--- src/ddwo_pkg.sv ---
// Shared types, constants and tables for the wheel odometry block.
`timescale 1ns / 1ps
package ddwo_pkg;
    localparam int ANGLE_BITS = 16;
    localparam int TRIG_STEPS = 16;
    localparam int STEP_W     = (TRIG_STEPS > 1) ? $clog2(TRIG_STEPS) : 1;
    localparam int XW         = 46;
    localparam int ZW         = 34;
    localparam int CFG_IDX_W  = 8;

    localparam logic [29:0] INV_TWO_PI   = 30'd683565276;
    localparam logic [23:0] CORDIC_GAIN  = 24'd10188015;
    localparam logic [13:0] SPEED_SCALE  = 14'd15625;
    localparam logic [23:0] DPT_RESET    = 24'd44625;
    localparam logic [23:0] ITW_RESET    = 24'd71671;

    localparam logic [CFG_IDX_W-1:0] REG_DISTANCE_PER_TICK   = 8'd0;
    localparam logic [CFG_IDX_W-1:0] REG_INVERSE_TRACK_WIDTH = 8'd1;

    typedef enum logic [4:0] {
        OP_NONE, OP_LOAD, OP_WHEEL, OP_MIX, OP_RAD, OP_ANG1, OP_ANG2, OP_HEAD,
        OP_MAG1, OP_MAG2, OP_CINIT, OP_CSTEP, OP_POSE, OP_SPD1, OP_SPD2,
        OP_DIV, OP_OUT
    } op_t;

    typedef struct packed {
        op_t               op;
        logic [STEP_W-1:0] step;
    } cmd_t;

    typedef struct packed {
        logic el_zero;
        logic div_busy;
    } status_t;

    function automatic logic [31:0] atan_turn(input logic [4:0] idx);
        logic [31:0] v;
        case (idx)
            5'd0:  v = 32'd536870912;
            5'd1:  v = 32'd316933406;
            5'd2:  v = 32'd167458907;
            5'd3:  v = 32'd85004756;
            5'd4:  v = 32'd42667331;
            5'd5:  v = 32'd21354465;
            5'd6:  v = 32'd10679838;
            5'd7:  v = 32'd5340245;
            5'd8:  v = 32'd2670163;
            5'd9:  v = 32'd1335087;
            5'd10: v = 32'd667544;
            5'd11: v = 32'd333772;
            5'd12: v = 32'd166886;
            5'd13: v = 32'd83443;
            5'd14: v = 32'd41721;
            5'd15: v = 32'd20860;
            5'd16: v = 32'd10430;
            5'd17: v = 32'd5215;
            5'd18: v = 32'd2607;
            5'd19: v = 32'd1303;
            5'd20: v = 32'd651;
            5'd21: v = 32'd325;
            5'd22: v = 32'd162;
            5'd23: v = 32'd81;
            default: v = 32'd0;
        endcase
        return v;
    endfunction
endpackage

--- src/ddwo_ctrl.sv ---
// Sequencer for the odometry datapath and the result handshake.
`timescale 1ns / 1ps
module ddwo_ctrl (
    input  logic              aclk,
    input  logic              aresetn,
    input  logic              s_valid,
    output logic              s_ready,
    output logic              m_valid,
    input  logic              m_ready,
    output ddwo_pkg::cmd_t    cmd,
    input  ddwo_pkg::status_t status
);
    typedef enum logic [4:0] {
        S_IDLE, S_WHEEL, S_MIX, S_RAD, S_ANG1, S_ANG2, S_HEAD, S_MAG1, S_MAG2,
        S_CINIT, S_CORD, S_POSE, S_SPD1, S_SPD2, S_DIV, S_DIVW, S_FIN
    } state_t;

    state_t state_reg, state_next;
    logic [ddwo_pkg::STEP_W-1:0] step_reg, step_next;
    logic m_valid_reg, m_valid_next;
    logic out_load;

    assign out_load = (state_reg == S_FIN) && (!m_valid_reg || m_ready);
    assign s_ready  = (state_reg == S_IDLE);
    assign m_valid  = m_valid_reg;

    always_comb begin
        state_next   = state_reg;
        step_next    = step_reg;
        m_valid_next = m_valid_reg;
        cmd.op       = ddwo_pkg::OP_NONE;
        cmd.step     = step_reg;
        if (m_valid_reg && m_ready) begin
            m_valid_next = 1'b0;
        end
        unique case (state_reg)
            S_IDLE: begin
                if (s_valid) begin
                    cmd.op     = ddwo_pkg::OP_LOAD;
                    state_next = S_WHEEL;
                end
            end
            S_WHEEL: begin cmd.op = ddwo_pkg::OP_WHEEL; state_next = S_MIX;  end
            S_MIX:   begin cmd.op = ddwo_pkg::OP_MIX;   state_next = S_RAD;  end
            S_RAD:   begin cmd.op = ddwo_pkg::OP_RAD;   state_next = S_ANG1; end
            S_ANG1:  begin cmd.op = ddwo_pkg::OP_ANG1;  state_next = S_ANG2; end
            S_ANG2:  begin cmd.op = ddwo_pkg::OP_ANG2;  state_next = S_HEAD; end
            S_HEAD:  begin cmd.op = ddwo_pkg::OP_HEAD;  state_next = S_MAG1; end
            S_MAG1:  begin cmd.op = ddwo_pkg::OP_MAG1;  state_next = S_MAG2; end
            S_MAG2:  begin cmd.op = ddwo_pkg::OP_MAG2;  state_next = S_CINIT; end
            S_CINIT: begin
                cmd.op     = ddwo_pkg::OP_CINIT;
                step_next  = '0;
                state_next = S_CORD;
            end
            S_CORD: begin
                cmd.op = ddwo_pkg::OP_CSTEP;
                if (step_reg == ddwo_pkg::STEP_W'(ddwo_pkg::TRIG_STEPS - 1)) begin
                    state_next = S_POSE;
                end else begin
                    step_next = step_reg + 1'b1;
                end
            end
            S_POSE: begin
                cmd.op     = ddwo_pkg::OP_POSE;
                state_next = status.el_zero ? S_FIN : S_SPD1;
            end
            S_SPD1: begin cmd.op = ddwo_pkg::OP_SPD1; state_next = S_SPD2; end
            S_SPD2: begin cmd.op = ddwo_pkg::OP_SPD2; state_next = S_DIV;  end
            S_DIV:  begin cmd.op = ddwo_pkg::OP_DIV;  state_next = S_DIVW; end
            S_DIVW: begin
                if (!status.div_busy) begin
                    state_next = S_FIN;
                end
            end
            S_FIN: begin
                if (out_load) begin
                    cmd.op       = ddwo_pkg::OP_OUT;
                    m_valid_next = 1'b1;
                    state_next   = S_IDLE;
                end
            end
            default: state_next = S_IDLE;
        endcase
    end

    always_ff @(posedge aclk) begin
        if (!aresetn) begin
            state_reg   <= S_IDLE;
            step_reg    <= '0;
            m_valid_reg <= 1'b0;
        end else begin
            state_reg   <= state_next;
            step_reg    <= step_next;
            m_valid_reg <= m_valid_next;
        end
    end
endmodule

--- config.mk ---
export PLATFORM = sky130hd
export DESIGN_NAME = ddwo_ctrl
export DESIGN_NICKNAME = d
export VERILOG_FILES = /design/src/ddwo_pkg.sv /design/src/ddwo_ctrl.sv
export SDC_FILE = /design/constraint.sdc
export NUM_CORES = 1
export LEC_CHECK = 0
export ABC_CLOCK_PERIOD_IN_PS = 2400
export BUFFER_PORTS_ARGS = -buffer_cell sky130_fd_sc_hd__buf_2
export CAP_MARGIN = 20
export CELL_PAD_IN_SITES_DETAIL_PLACEMENT = 2
export CELL_PAD_IN_SITES_GLOBAL_PLACEMENT = 2
export CORE_UTILIZATION = 33
export CTS_BUF_LIST = sky130_fd_sc_hd__clkbuf_4
export CTS_CLUSTER_SIZE = 40
export DETAILED_ROUTE_END_ITERATION = 16
export PLACE_DENSITY = 0.88
export SLEW_MARGIN = 20
export SYNTH_ARGS = -nofsm -noshare
export SYNTH_HDL_FRONTEND = slang
export SYNTH_SLANG_ARGS = --single-unit
--- constraint.sdc ---
create_clock -name aclk -period 2.4 [get_ports aclk]
set_clock_uncertainty 0.2 [all_clocks]
set_input_delay 0.36 -clock aclk [delete_from_list [all_inputs] [get_ports aclk]]
set_output_delay 0.36 -clock aclk [all_outputs]
set_load 0.01 [all_outputs]
# Yosys cells after proc, flatten, opt, wreduce, memory -nomap -nowiden
# Cells that the tools add are included.
# word_totals
regBits,10
output_inout_bits,11
# classes
n_addsub,1
n_eq_ne,22
n_mux,14
reduce_logical,8
# ops
cell,count
$pmux 5 s17,1
$pmux 5 s16,1
$eq 5x4->1 const B,8
$mux 5,6
$eq 5x3->1 const B,4
$eq 5x2->1 const B,2
$ne 2x2->1 const B,5
$pmux 4 s2,1
$eq 5x1->1 const B,1
$eq 5x5->1 const B,1
$logic_not 5->1,1
$add 4x1->4 const B,1
$eq 4x4->1 const B,1
$mux 1,4
$mux 4,1
$reduce_and 4->1,1
$logic_and 1x1->1,2
$reduce_and 2->1,1
$reduce_bool 2->1,1
$logic_not 1->1,1
$logic_or 1x1->1,1

# Longest topological paths before layout
# depth
ltp_word,5
ltp_mapped,5
mapped_depth_nobuf,4

# Worst setup path before layout
# Ideal clock, no wire load.
# synth_timing
kind,reg-to-output
start,reg state_reg[1]
end,out s_ready
arrival_time_ps,1157
required_time_ps,1840
setup_slack_ps,683
stages_incl_launch_ff,4
n_path_buf,1
cell_sequence,dfxtp_1 -> buf_2 -> or4_1 -> nor2_1
# synth_between
elab_chain_cells,1
# synth_rtl
element,line,text
"start, declared",ddwo_ctrl.sv:18,"state_t state_reg, state_next;"
"start signal, assigned",ddwo_ctrl.sv:93,state_reg <= state_next;
$logic_not 5->1,ddwo_ctrl.sv:24,assign s_ready = (state_reg == S_IDLE);
"end, declared",ddwo_ctrl.sv:7,"output logic s_ready,"
# Every way passes these cells.

# Worst setup path after layout
# Same ends and word-level chain as after synthesis.

==> reports/results.txt <==
DR vias = 741
multi-input logic area = 484 um2
post-CTS setup buffers = 0
number of global-route vias before repair = 738
Fin Setup TNS = 0 ns
hold bufs inserted after CTS = 0
Critical Path AT = 1.68 ns
post-synth top area share = 27.8%
site row count = 16
number of synthesized flops with an enable pin = 0
Least-Margin Pin Slew = 0.584 ns
Ys Warns = 0
crit-path max FO = 19
Die ar. = 0.00237 mm2
most common cell after layout, fill and taps aside = buf_2
H-tree depth reported by CTS = 1
Post-Syn Instances = 90
port bufs = 16
layout cells sized above 1 = 22.8%
WP data required = 1.84 ns
IO Pins = 17
sequential fraction of the synthesis area = 27.8%
first-pass GRT wire length = 3.46 mm
Crit Path Category = reg2out
hold path endpoint = state_reg[4]$_SDFFE_PN0P_
setup ws final = 0.163 ns
commonest non-fill, non-tap cells in the layout = buf_2 (16), dfxtp_1 (10), nor2_1 (7), nand2_1 (6)
Synth Area per Inst = 8.01 um2
final period utilization = 93.2%
CTS tree = yes
clock slew at reported path FFs = 0.08 ns
hold path depth = 4
total of max-cap violations = 0
Final Hold Violating Endpoints = 0
# nets final = 110
wire per inst = 16.1 um
r2r endpoint = step_reg[3]$_SDFFE_PN0P_
Sw Ratio = 32.3%
drt drc = 0
core box area = 0.00200 mm2
PwrDens = 463 mW/mm2
internal power = 0.258 mW
overall routing resource usage = 18.8%
Sink Count = 10
net switching power figure = 0.123 mW
n_diodes = 0
endpoint class of the critical path = primary output
die width = 48.7 um
Post-Syn Nets = 97
unrepaired setup endpoints after global routing = no
Synth area leader = dfxtp_1
Peak supply drop = 0.219 mV
Pins Over Slew Limit = 0
setup violators final = 0
CP Buf/Inv Count = 1
critical-path cell list = or4_1 -> nor2_1 -> buf_2
initial antenna violation count = 0
die height = 48.7 um
R2R cell count = 3
Tmin final = 2.24 ns
hold_sp = m_ready
non-filler instance count after layout = 128
Slowest Stage Delay on Critical Path = 0.65 ns
Num CTS Buffers = 3
Pleak = 0.342 nW
length of the first detailed-routing pass in iterations = 4
top cells by area, synth = dfxtp_1 (28%), nor2b_1 (4.3%), nor2_1 (3.6%)
total global routing overflow = 0
routability cong. = 0.756
Comb power frac = 17.4%
Inst Count DP = 125
delay-heaviest family, CP = simple AND/OR/NAND/NOR gates
Max Clock Freq = 447 MHz
largest net degree at the start of global routing = 20
clk root buf = clkbuf_4
Worst R2R Setup Slack = 0.53 ns
worst hold path type = in2reg
Synth Register Bits = 10
post-cts resize count = 0
Reg-to-Reg Start = state_reg[3]$_SDFFE_PN0P_
area delta synth->final = 13.9%
worst-case clock buffer depth = 2
type of origin of the critical path = register
final core utilization = 41.0%
Top FF cell, synth = dfxtp_1
FF+latch area = 200 um2
clk_lat worst skew = 0.27 ns
antenna viol nets, final = 0
DR vias/cell = 5.79
DP HPWL = 1.50 mm
max_slew headroom = 61.0%
Fill cells = 245
Initial DRC Count = 9
Post-synth ARST share = 0%
Mapped Area = 721 um2
final WL = 2.06 mm
Seq pwr share = 49.6%
Initial Util = 36.0%
status = finished, final reports clean
Crit-path slowest cell = or4_1
number of flip-flops in the largest register = 5
clock power share = 32.9%
number of distinct library cells after synthesis = 40
pre-CTS setup slack = 0.465 ns
area by class of cell:
type | count | area share (%)
well taps | 27 | 4.12
multi-input cells | 72 | 59.0
repair buffers | 16 | 9.76
clock buffers | 3 | 2.74
flip-flops and latches | 10 | 24.4
how the worst max path moves through the flow:
stage	startpoint	to	slack, ns	cells past startpoint
finish	state_reg[1]$_SDFFE_PN0P_	s_ready	0.16	3
global placement	state_reg[1]$_SDFFE_PN0P_	s_ready	0.53	3
floorplan	state_reg[1]$_SDFFE_PN0P_	s_ready	0.68	3
detailed placement	state_reg[1]$_SDFFE_PN0P_	cmd[8]	0.46	4
global route	state_reg[1]$_SDFFE_PN0P_	cmd[8]	0.05	4
CTS	state_reg[1]$_SDFFE_PN0P_	cmd[8]	0.17	4
Yosys cell counts, drive strengths merged, types with 2 or more instances:
master	count
buf	5
and4b	2
o211ai	2
and3	2
nor2b	5
clkbuf	3
nand2	6
nand4	3
or4b	2
dfxtp	10
nor4	3
xor2	2
nor2	7
o2111ai	2
a21oi	4
nand3b	2
nor3b	2
nand3	5
o21ai	4
nor3	2
worst min-delay path, delay by kind of cell:
| kind | cells | cell delay, ns |
|---|---|---|
| buffers and inverters | 1 | 0.08 |
| and+or+nand+nor | 2 | 0.13 |
| AOI/OAI and AO/OA | 1 | 0.07 |
power groups by stage:
stage | sequential [mW] | clock, mW | combinational [mW]
after detailed placement | 0.193 | 0 | 0.0667
after floorplan | 0.175 | 0 | 0.0610
after global routing | 0.191 | 0.131 | 0.0732
after CTS | 0.189 | 0.128 | 0.0676
final | 0.189 | 0.125 | 0.0663
after global placement | 0.191 | 0 | 0.0634
per-stage QoR:
| step | instance area, um2 | power [mW] | hold slack (ns) |
|---|---|---|---|
| finish | 821 | 0.380 | 0.210 |
| floorplan | 721 | 0.236 | 0.337 |
| global placement | 798 | 0.255 | 0.322 |
| detailed placement | 798 | 0.260 | 0.334 |
| global route | 821 | 0.395 | 0.252 |
| CTS | 821 | 0.384 | 0.204 |
metal layers:
metal / global-route usage (%) / up-vias / share of wire [%]
met5: 0 / - / 0
met4: 7.35 / 0 / 0.73
met3: 2.83 / 2 / 2.7
met2: 33.1 / 12 / 52
met1: 22.7 / 366 / 44
li1: - / 361 / -
kinds of logic (layout without fill, tap and decap cells):
logic type | count (synthesis) | after routing | share of synthesized area, %
compound gates | 19 | 19 | 18.6
mux | 1 | 1 | 1.39
fa+ha+maj | 1 | 1 | 1.74
buf+inv | 8 | 19 | 5.03
simple gates | 48 | 48 | 41.8
flops | 10 | 10 | 27.8
xor+xnor | 3 | 3 | 3.65
(Power assumes the default switching activity.)
